## config.mk

```make
export PLATFORM = sky130hd
export DESIGN_NAME = ccm_merge
export DESIGN_NICKNAME = d
export VERILOG_FILES = /design/src/ccm_pkg.sv /design/src/ccm_merge.sv
export SDC_FILE = /design/constraint.sdc
export NUM_CORES = 1
export LEC_CHECK = 0
export BUFFER_PORTS_ARGS = -buffer_cell sky130_fd_sc_hd__buf_2
export CORE_ASPECT_RATIO = 1.5
export CORE_MARGIN = 2
export CORE_UTILIZATION = 40
export DETAILED_ROUTE_END_ITERATION = 8
export PLACE_DENSITY = 0.78
export SETUP_SLACK_MARGIN = 0.1
export SLEW_MARGIN = 20
export SYNTH_ARGS = -nofsm -noshare
export SYNTH_HDL_FRONTEND = slang
export SYNTH_SLANG_ARGS = --single-unit
```

## constraint.sdc

```tcl
create_clock -name clk_i -period 2.5 [get_ports clk_i]
set_clock_uncertainty 0.15 [all_clocks]
set_input_delay 0.625 -clock clk_i [delete_from_list [all_inputs] [get_ports clk_i]]
set_output_delay 0.625 -clock clk_i [all_outputs]
set_load 0.03 [all_outputs]
```

## src/ccm_pkg.sv

```systemverilog
// ----------------------------------------------------------------------------
// ccm_pkg
// Shared types and constants for the colour correction matrix with clamp.
// ----------------------------------------------------------------------------
`default_nettype none

package ccm_pkg;

  // fixed-point format
  localparam int unsigned COEFF_FRAC_BITS = 12;
  localparam int unsigned PIXEL_BITS      = 16;

  // field and register widths
  localparam int unsigned CHAN_BITS   = 16;
  localparam int unsigned COEFF_BITS  = 16;
  localparam int unsigned NUM_CHAN    = 3;
  localparam int unsigned ROW_BITS    = NUM_CHAN * COEFF_BITS;
  localparam int unsigned CFG_DATA_W  = ROW_BITS;
  localparam int unsigned CFG_IDX_W   = 2;

  // datapath widths: signed coeff times zero-extended pixel, three-term sum
  localparam int unsigned PROD_W = COEFF_BITS + PIXEL_BITS + 1;
  localparam int unsigned SUM_W  = PROD_W + 2;
  localparam int unsigned SHF_W  = SUM_W - 1 - COEFF_FRAC_BITS;

  // full pixel range, zero-extended to the channel width
  localparam logic [CHAN_BITS-1:0] PIX_MAX =
    CHAN_BITS'((64'd1 << PIXEL_BITS) - 64'd1);

  // reset values of the matrix rows (identity) and the clamp
  localparam logic [ROW_BITS-1:0] ROW_RED_RST   = ROW_BITS'(48'd4096);
  localparam logic [ROW_BITS-1:0] ROW_GREEN_RST = ROW_BITS'(48'd4096 << 16);
  localparam logic [ROW_BITS-1:0] ROW_BLUE_RST  = ROW_BITS'(48'd4096 << 32);
  localparam logic [CHAN_BITS-1:0] CLAMP_RST    = '0;

  // register indexes
  typedef enum logic [CFG_IDX_W-1:0] {
    CFG_ROW_RED   = 2'd0,
    CFG_ROW_GREEN = 2'd1,
    CFG_ROW_BLUE  = 2'd2,
    CFG_CLAMP     = 2'd3
  } cfg_reg_e;

  // input word
  typedef struct packed {
    logic [CHAN_BITS-1:0] in_red;
    logic [CHAN_BITS-1:0] in_green;
    logic [CHAN_BITS-1:0] in_blue;
    logic                 in_frame_end;
  } pix_in_t;

  // output word
  typedef struct packed {
    logic [CHAN_BITS-1:0] out_red;
    logic [CHAN_BITS-1:0] out_green;
    logic [CHAN_BITS-1:0] out_blue;
    logic                 out_frame_end;
  } pix_out_t;

  // pixel vector handed to every lane, red in slot 0
  typedef logic [NUM_CHAN-1:0][PIXEL_BITS-1:0] pix_vec_t;

endpackage

`default_nettype wire

```

## src/ccm_merge.sv

```systemverilog
// ----------------------------------------------------------------------------
// ccm_merge
// Output register: gathers the three lane results and the frame marker.
// ----------------------------------------------------------------------------
`default_nettype none

module ccm_merge (
  input  wire logic                          clk_i,
  input  wire logic                          rst_ni,
  input  wire logic                          valid_i,
  input  wire logic [ccm_pkg::CHAN_BITS-1:0] red_i,
  input  wire logic [ccm_pkg::CHAN_BITS-1:0] green_i,
  input  wire logic [ccm_pkg::CHAN_BITS-1:0] blue_i,
  input  wire logic                          frame_end_i,
  output      logic                          ready_o,
  output      logic                          out_valid_o,
  input  wire logic                          out_stall_i,
  output      ccm_pkg::pix_out_t             out_word_o
);

  logic              valid_q;
  ccm_pkg::pix_out_t word_q;

  // register may load when empty or when its word leaves
  assign ready_o = !valid_q || !out_stall_i;

  // valid flag
  always_ff @(posedge clk_i or negedge rst_ni) begin
    if (!rst_ni) begin
      valid_q <= 1'b0;
    end else if (ready_o) begin
      valid_q <= valid_i;
    end
  end

  // output word
  always_ff @(posedge clk_i) begin
    if (ready_o && valid_i) begin
      word_q.out_red       <= red_i;
      word_q.out_green     <= green_i;
      word_q.out_blue      <= blue_i;
      word_q.out_frame_end <= frame_end_i;
    end
  end

  assign out_valid_o = valid_q;
  assign out_word_o  = word_q;

endmodule

`default_nettype wire

```

======== After elaboration in Yosys (flattened, before gate mapping) ========
Cells that the tools add are included.
operators by class
  reductions and logical operators ........ 4
operators with widths
  cell                 count
  $logic_not A1 Y1     2
  $logic_and A1 B1 Y1  1
  $logic_or A1 B1 Y1   1
storage, ports and cells
  bits in registers ....................... 50
  input bits .............................. 53
  output and inout bits ................... 51
  logic and storage cells ................. 9

======== Logic depth before layout (Yosys ltp) ========
Gate-level depths: netlist (run 1).
  depth after elaboration ................. 3
  gate-level depth with buffers ........... 1
  mapped depth without buffers ............ 1

======== Worst setup path before layout (run 1) ========
Ideal clock, no wire load.
  path type ............................... in2reg
  start ................................... in out_stall_i
  end ..................................... reg word_q, in the netlist out_word_o[0], enable pin
  setup time .............................. 0.423 ns
  arrival ................................. 2.053 ns
  required time ........................... 1.927 ns
  setup slack ............................. -0.126 ns
  cell stages on the path ................. 1
  path buffers ............................ 0
  cell sequence ........................... a21boi_2
between the ends
  cells in the longest elaborated chain, start to end .. 3
RTL lines
  element              RTL line         source
  from (decl)          ccm_merge.sv:17  input wire logic out_stall_i,
  $logic_not A1 Y1     ccm_merge.sv:25  assign ready_o = !valid_q || !out_stall_i;
  $logic_or A1 B1 Y1   ccm_merge.sv:25
  $logic_and A1 B1 Y1  ccm_merge.sv:38  if (ready_o && valid_i) begin
  to (decl)            ccm_merge.sv:22  ccm_pkg::pix_out_t word_q;
No other way between the ends.
A chain may end at the register's enable or synchronous reset.

======== Final worst setup path (run 1) ========
  start ................................... reg valid_q, in the netlist out_valid_o
  end ..................................... out ready_o
between the ends
  cells in the longest elaborated chain, start to end .. 2
RTL lines
  element                 RTL line         source
  from (decl)             ccm_merge.sv:21  logic valid_q;
  from (signal assigned)  ccm_merge.sv:32  valid_q <= valid_i;
  $logic_not A1 Y1        ccm_merge.sv:25
  $logic_or A1 B1 Y1      ccm_merge.sv:25
  to (decl)               ccm_merge.sv:15  output logic ready_o,
No other way between the ends.

==> metrics.txt, run 1 <==
# TYPE chip_impl_metric gauge
chip_impl_metric{name="critical_path_required",unit="ps"} 1730
chip_impl_metric{name="fin_tns_setup",unit="ps"} 0
chip_impl_metric{name="hold_viol_final",unit=""} 0
chip_impl_metric{name="drv_slew",unit=""} 0
chip_impl_metric{name="route.vias.total",unit=""} 931
chip_impl_metric{name="flow.area_growth_from_synthesis",unit="%"} 46.7
chip_impl_metric{name="placed_cells_incl_taps",unit=""} 200
chip_impl_info{name="clock_tree_from_tritoncts",value="yes"} 1
chip_impl_metric{name="io_buffers",unit=""} 103
chip_impl_metric{name="final_core_utilization",unit=""} 0.611
chip_impl_metric{name="drt_pre_antenna_iters",unit=""} 4
chip_impl_metric{name="postCtsHoldBufs",unit=""} 1
chip_impl_metric{name="drv.max_cap_violation_count",unit=""} 0
chip_impl_metric{name="worst-endpoint-arrival",unit="ps"} 1010
chip_impl_metric{name="finalCriticalPeriod",unit="ps"} 1780
chip_impl_metric{name="number_of_instances_in_the_synthesized_netlist",unit=""} 53
chip_impl_metric{name="synth.net_count",unit=""} 106
chip_impl_metric{name="ys_types",unit=""} 5
chip_impl_info{name="clock_tree.root_cell",value="clkbuf_8"} 1
chip_impl_metric{name="clock_tree.buffer_depth",unit=""} 2
chip_impl_metric{name="worstMarginPinSlew",unit="ps"} 252
chip_impl_info{name="layout_commonest_cell",value="buf_2"} 1
chip_impl_metric{name="post-cts-setup-buffers",unit=""} 0
chip_impl_info{name="critPathLaunchType",value="flip-flop"} 1
chip_impl_metric{name="place_congestion",unit=""} 0.691
chip_impl_metric{name="nets",unit=""} 218
chip_impl_metric{name="drc_violations",unit=""} 0
chip_impl_metric{name="p_leak",unit="µW"} 0.000963
chip_impl_metric{name="routed_wirelength",unit="µm"} 3380
chip_impl_metric{name="power_density",unit="mW/mm²"} 768
chip_impl_info{name="critPathKind",value="reg -> out"} 1
chip_impl_metric{name="clock-sinks",unit=""} 50
chip_impl_metric{name="route.detailed.wl_per_inst",unit="µm"} 16.2
chip_impl_metric{name="floorplan.initialDensity",unit=""} 0.416
chip_impl_metric{name="insertion_delay",unit="ps"} 280
chip_impl_metric{name="stdcell_area",unit="mm²"} 0.00223
chip_impl_metric{name="slew_headroom",unit=""} 0.832
chip_impl_metric{name="post_route_fraction_of_the_period_consumed_by_the_critical_path",unit=""} 0.713
chip_impl_metric{name="clock_pin_slew_on_the_worst_setup_and_hold_paths",unit="ps"} 80
chip_impl_metric{name="grt_first_pass_wirelength",unit="µm"} 4520
chip_impl_metric{name="grt_pass1_vias",unit=""} 902
chip_impl_info{name="setup_repair_after_global_routing_missed_its_margin",value="false"} 1
chip_impl_metric{name="chipHeight",unit="µm"} 79.5
chip_impl_metric{name="placed_area",unit="mm²"} 0.00212
chip_impl_metric{name="timing.fmax",unit="MHz"} 561
chip_impl_metric{name="grt_util_all_layers",unit=""} 0.160
chip_impl_metric{name="ir_worst_vdd",unit="mV"} 0.686
chip_impl_metric{name="ys_seq_elements",unit=""} 50
chip_impl_metric{name="antenna_violating_nets_post_route",unit=""} 0
chip_impl_metric{name="setup_viol",unit=""} 0
chip_impl_metric{name="yosysSeqAreaShare",unit=""} 0.985
chip_impl_metric{name="die-width",unit="µm"} 54.3
chip_impl_metric{name="share_of_layout_cells_above_drive_strength_1",unit=""} 0.673
chip_impl_info{name="worstHoldPathType",value="in -> reg"} 1
chip_impl_info{name="final_cell_mix",value="buf_2 (103), edfxtp_1 (49), clkbuf_8 (5)"} 1
chip_impl_metric{name="path_max_fanout",unit=""} 4
chip_impl_info{name="crit_path_end_kind",value="output port"} 1
chip_impl_metric{name="detail_route.iter0.violations",unit=""} 26
chip_impl_metric{name="cts-htree-levels",unit=""} 2
chip_impl_metric{name="ys_warn_count",unit=""} 0
chip_impl_metric{name="floorplan.die_area",unit="mm²"} 0.00432
chip_impl_metric{name="cts.repair.resized",unit=""} 0
chip_impl_metric{name="cell_area_after_synthesis",unit="mm²"} 0.00152
chip_impl_info{name="run_status",value="finished, final reports clean"} 1
chip_impl_metric{name="std_cell_rows",unit=""} 27
chip_impl_metric{name="insertedDiodeCount",unit=""} 0
chip_impl_metric{name="antenna_found_initial",unit=""} 0
chip_impl_metric{name="post_synth.cell_area_avg",unit="µm²"} 28.7
chip_impl_metric{name="via_per_inst",unit=""} 4.48
chip_impl_metric{name="cts_inserted_buffers",unit=""} 5
chip_impl_metric{name="grt_start_max_net_pins",unit=""} 50
chip_impl_metric{name="gr-total-overflow",unit=""} 0
chip_impl_metric{name="io_pins",unit=""} 104
chip_impl_metric{name="final-instance-count-excl-fill",unit=""} 208
chip_impl_metric{name="placeableCoreArea",unit="mm²"} 0.00365
-- power breakdown --
group	internal, µW	total [µW]	switching [µW]
clock	289	519	230
combinational	65.1	206	141
sequential	975	987	12.3
-- sequential cells by signal, indices dropped and copies added (netlist names) --
register and cells:
out_valid_o 1, out_word_o 49
-- critical path, stage by stage, from the launching register on --
cell	delay, ps
dfrtp_1	440
nand2_1	90
buf_2	190
-- Yosys cell counts --
cell / count / area [µm²]
nand2_1: 1 / 3.75
a21o_1: 1 / 7.51
a21boi_2: 1 / 11.3
edfxtp_1: 49 / 1470
dfrtp_1: 1 / 25.0
-- layer usage --
metal | global-route usage | vias up | share of wire
li1 | - | 434 | -
met1 | 0.150 | 444 | 0.31
met2 | 0.287 | 48 | 0.58
met3 | 0.0562 | 5 | 0.085
met4 | 0.0825 | 0 | 0.021
met5 | 0 | - | 0
-- final timing paths --
path / slack [ps] / depth (start not counted) / start / endpoint
worst max register to register: 1120 / 2 / out_valid_o / out_word_o[48]
worst min-delay path: 360 / 1 / green_i[1] / out_word_o[18]
worst max-delay path: 720 / 2 / out_valid_o / ready_o
max in group asynchronous: 1610 / 2 / rst_ni / out_valid_o
worst min register to register: 470 / 1 / out_valid_o / out_valid_o
min in group asynchronous: 500 / 2 / rst_ni / out_valid_o
-- logic make-up (layout without fill, tap and decap cells) --
kind of cell | Yosys count | after routing | synth area share
compound gates | 2 | 2 | 0.0124
buf+inv | 0 | 112 | 0
simple gates | 1 | 1 | 0.00247
flops | 50 | 50 | 0.985
-- stage by stage --
step | setup slack [ps] | total power (µW) | hold slack [ps]
finish | 716 | 1710 | 357
global route | 659 | 1780 | 336
CTS | 711 | 1730 | 343
detailed placement | 729 | 1210 | 256
global placement | 738 | 1200 | 250
floorplan | 440 | 1120 | 179
-- final cells by class --
type / instances / area (µm²)
multi-input combinational: 3 / 30.0
tap: 43 / 53.8
timing repair buffer: 105 / 546
fill: 281 / 1420
sequential: 50 / 1500
clock inverter: 2 / 33.8
clock buffer: 5 / 68.8
(Power assumes the default switching activity.)
==> run 2, diff against run 1 <==
--- a/config.mk
+++ b/config.mk
@@ -5,12 +5,13 @@
 export SDC_FILE = /design/constraint.sdc
 export NUM_CORES = 1
 export LEC_CHECK = 0
+export ABC_AREA = 1
 export BUFFER_PORTS_ARGS = -buffer_cell sky130_fd_sc_hd__buf_2
 export CORE_ASPECT_RATIO = 1.5
 export CORE_MARGIN = 2
-export CORE_UTILIZATION = 40
+export CORE_UTILIZATION = 36
 export DETAILED_ROUTE_END_ITERATION = 8
-export PLACE_DENSITY = 0.78
+export PLACE_DENSITY = 0.74
 export SETUP_SLACK_MARGIN = 0.1
 export SLEW_MARGIN = 20
 export SYNTH_ARGS = -nofsm -noshare
==> constraint.sdc (replaced) <==
create_clock -name clk_i -period 1.6 [get_ports clk_i]
set_clock_uncertainty 0.15 [all_clocks]
set_input_delay 0.4 -clock clk_i [delete_from_list [all_inputs] [get_ports clk_i]]
set_output_delay 0.4 -clock clk_i [all_outputs]
set_load 0.03 [all_outputs]
==> metrics.txt, run 2 <==
# TYPE chip_impl_metric gauge
chip_impl_info{name="run_status",value="finished, final reports clean"} 1
chip_impl_info{name="critical-path-slowest-cell",value="dfrtp_2"} 1
chip_impl_info{name="final_cell_mix",value="buf_2 (102), edfxtp_1 (49), clkbuf_8 (5)"} 1
chip_impl_metric{name="finalCriticalPeriod",unit="ps"} 1470
chip_impl_metric{name="multi_input_comb_area",unit="µm²"} 26.3
chip_impl_metric{name="post_synth.cell_area_avg",unit="µm²"} 28.0
chip_impl_info{name="synthTopCellsByArea",value="edfxtp_1 (97%), dfrtp_1 (1.7%), nand2_1 (0.50%), a21oi_1 (0.33%), inv_1 (0.25%)"} 1
chip_impl_metric{name="placed_area",unit="mm²"} 0.00214
chip_impl_metric{name="insertedDiodeCount",unit=""} 0
chip_impl_info{name="crit_path_end_kind",value="output port"} 1
chip_impl_metric{name="routed_wirelength",unit="µm"} 3050
chip_impl_metric{name="clock_pin_slew_on_the_worst_setup_and_hold_paths",unit="ps"} 80
chip_impl_metric{name="p_leak",unit="µW"} 0.000976
chip_impl_metric{name="drv_slew",unit=""} 0
chip_impl_metric{name="worstMarginPinSlew",unit="ps"} 187
chip_impl_metric{name="chipHeight",unit="µm"} 83.4
chip_impl_metric{name="worst-endpoint-arrival",unit="ps"} 920
chip_impl_metric{name="cell_area_after_synthesis",unit="mm²"} 0.00151
chip_impl_metric{name="max_reg_flops",unit=""} 49
chip_impl_metric{name="setup_viol",unit=""} 0
chip_impl_metric{name="route.vias.total",unit=""} 933
chip_impl_info{name="clock_tree.root_cell",value="clkbuf_8"} 1
chip_impl_info{name="yosys.area.top_type",value="edfxtp_1"} 1
chip_impl_metric{name="drc_violations",unit=""} 0
chip_impl_metric{name="fin_total_pwr",unit="µW"} 2670
chip_impl_metric{name="area.sequential",unit="mm²"} 0.00150
chip_impl_metric{name="place_congestion",unit=""} 0.654
chip_impl_metric{name="max_stage_delay",unit="ps"} 420
chip_impl_metric{name="synth_edf_count",unit=""} 49
chip_impl_metric{name="antenna_found_initial",unit=""} 0
chip_impl_metric{name="drt_pre_antenna_iters",unit=""} 4
chip_impl_info{name="path_cells",value="nand2_2 > buf_6"} 1
chip_impl_info{name="worstHoldPathType",value="in -> reg"} 1
chip_impl_metric{name="stdcell_area",unit="mm²"} 0.00227
chip_impl_metric{name="timing.fmax",unit="MHz"} 679
chip_impl_metric{name="yosys.area_share.simple",unit=""} 0.00496
chip_impl_metric{name="post-synth-top-area-fraction",unit=""} 0.973
chip_impl_metric{name="antenna_violating_nets_post_route",unit=""} 0
chip_impl_metric{name="hold_viol_final",unit=""} 0
chip_impl_info{name="combinational_family_with_the_most_area_after_synthesis",value="simple AND/OR/NAND/NOR gates"} 1
chip_impl_metric{name="placeableCoreArea",unit="mm²"} 0.00399
chip_impl_metric{name="slew_headroom",unit=""} 0.875
chip_impl_info{name="critPathLaunchType",value="flip-flop"} 1
chip_impl_metric{name="floorplan.die_area",unit="mm²"} 0.00475
chip_impl_metric{name="post_synth_fa_ha_maj_area_fraction",unit=""} 0
chip_impl_metric{name="grt_first_pass_wirelength",unit="µm"} 4570
chip_impl_info{name="yosysMostFrequentCell",value="edfxtp_1"} 1
chip_impl_info{name="synthFlopType",value="edfxtp_1"} 1
chip_impl_info{name="critPathKind",value="reg -> out"} 1
chip_impl_metric{name="grt_pass1_vias",unit=""} 1014
chip_impl_metric{name="flow.area_growth_from_synthesis",unit="%"} 49.8
chip_impl_metric{name="gr-total-overflow",unit=""} 0
chip_impl_info{name="clock_tree_from_tritoncts",value="yes"} 1
chip_impl_metric{name="clock_tree.buffer_depth",unit=""} 2
chip_impl_metric{name="ys_seq_elements",unit=""} 50
chip_impl_metric{name="via_per_inst",unit=""} 4.38
chip_impl_metric{name="ir_worst_vdd",unit="mV"} 0.646
chip_impl_metric{name="synth.net_count",unit=""} 107
chip_impl_metric{name="post_route_fraction_of_the_period_consumed_by_the_critical_path",unit=""} 0.920
chip_impl_metric{name="nets",unit=""} 221
chip_impl_metric{name="post_synth_mux_area_share",unit=""} 0
chip_impl_metric{name="fin_tns_setup",unit="ps"} 0
chip_impl_metric{name="ys_warn_count",unit=""} 0
chip_impl_metric{name="yosysSeqAreaShare",unit=""} 0.989
chip_impl_metric{name="clock-sinks",unit=""} 50
chip_impl_metric{name="insertion_delay",unit="ps"} 280
chip_impl_metric{name="std_cell_rows",unit=""} 28
chip_impl_metric{name="die-width",unit="µm"} 56.9
chip_impl_metric{name="share_of_layout_cells_above_drive_strength_1",unit=""} 0.685
chip_impl_metric{name="io_buffers",unit=""} 103
chip_impl_metric{name="power_density",unit="mW/mm²"} 1180
chip_impl_metric{name="drv.max_cap_violation_count",unit=""} 0
chip_impl_metric{name="grt_util_all_layers",unit=""} 0.130
chip_impl_metric{name="number_of_instances_in_the_synthesized_netlist",unit=""} 54
chip_impl_metric{name="async_s_r_ff_share_synth",unit=""} 0.0200
chip_impl_metric{name="floorplan.initialDensity",unit=""} 0.379
chip_impl_metric{name="post_synth_xor_area_fraction",unit=""} 0
chip_impl_metric{name="cts_inserted_buffers",unit=""} 5
chip_impl_metric{name="critical_path_required",unit="ps"} 1050
chip_impl_info{name="layout_commonest_cell",value="buf_2"} 1
chip_impl_metric{name="route.detailed.wl_per_inst",unit="µm"} 14.3
chip_impl_metric{name="ys_types",unit=""} 5
chip_impl_metric{name="io_pins",unit=""} 104
chip_impl_metric{name="path_max_fanout",unit=""} 3
chip_impl_info{name="setup_repair_after_global_routing_missed_its_margin",value="true"} 1
chip_impl_metric{name="grt_start_max_net_pins",unit=""} 28
chip_impl_metric{name="cts-htree-levels",unit=""} 2
chip_impl_metric{name="synth_compound_area_frac",unit=""} 0.00331
chip_impl_info{name="synth_cell_count_leaders",value="edfxtp_1 (49), nand2_1 (2), a21oi_1 (1), dfrtp_1 (1), inv_1 (1)"} 1
chip_impl_metric{name="nFillCells",unit=""} 342
chip_impl_metric{name="detail_route.iter0.violations",unit=""} 10
[run 2: changes by cell type after synthesis]
cell      previous run  this run
a21boi_2             1         0
a21o_1               1         0
a21oi_1              0         1
inv_1                0         1
nand2_1              1         2
[run 2: layer usage]
metal / vias up / wire length, µm / global-route usage
met5: - / 0 / 0
met4: 0 / 91 / 0.0719
met3: 10 / 276 / 0.0639
met2: 53 / 1750 / 0.237
met1: 431 / 930 / 0.106
li1: 439 / - / -
[run 2: cell families (layout without fill, tap and decap cells)]
| family | Yosys count | in the layout |
|---|---|---|
| AOI/OAI and AO/OA | 1 | 1 |
| buffers and inverters | 1 | 115 |
| DFF | 50 | 50 |
| and+or+nand+nor | 2 | 2 |
[run 2: final timing paths]
kind	from	endpoint	slack, ps	cells after the start
worst min register to register	out_valid_o	out_valid_o	380	2
worst max-delay path	out_valid_o	ready_o	130	2
min in group asynchronous	rst_ni	out_valid_o	280	2
worst max register to register	out_valid_o	out_word_o[10]	190	3
max in group asynchronous	rst_ni	out_valid_o	930	2
worst min-delay path	blue_i[11]	out_word_o[12]	130	1
[run 2: worst max-delay path, delay by kind of cell, from the launching register on]
kind	cells	cell delay, ps
DFF	1	420
buffers and inverters	1	130
and+or+nand+nor	1	80
[run 2: final cells by class]
cell class                      count  share of cell area
Multi-Input combinational cell      3              0.0116
Timing Repair Buffer              107               0.256
Clock buffer                        5              0.0304
Clock inverter                      2              0.0149
Tap cell                           45              0.0248
Sequential cell                    50               0.661
Inverter                            1             0.00166
[run 2: metrics by stage]
stage	util	cells	worst slack (ps)	hold WS, ps
2_1_floorplan	-	54	-325	-45.6
3_3_place_gp	0.535	204	203	24.7
3_5_place_dp	0.535	204	190	27.6
4_1_cts	0.567	213	104	120
5_1_grt	0.567	213	97.6	113
6_report	0.567	213	128	132
[run 2: what timing repair did]
item,4_1_cts,5_1_grt
endpoints found under the setup margin,1,1
resized for setup,2,1
hold buffers,1,0
buffers inserted,1,0
pin swaps,0,1
endpoints found under the hold margin,1,0
[run 2: where the power goes]
group / internal [µW] / leakage (µW) / switching, µW
Clock: 451 / 0.0000517 / 352
Sequential: 1520 / 0.000477 / 16.1
Combinational: 111 / 0.000448 / 221
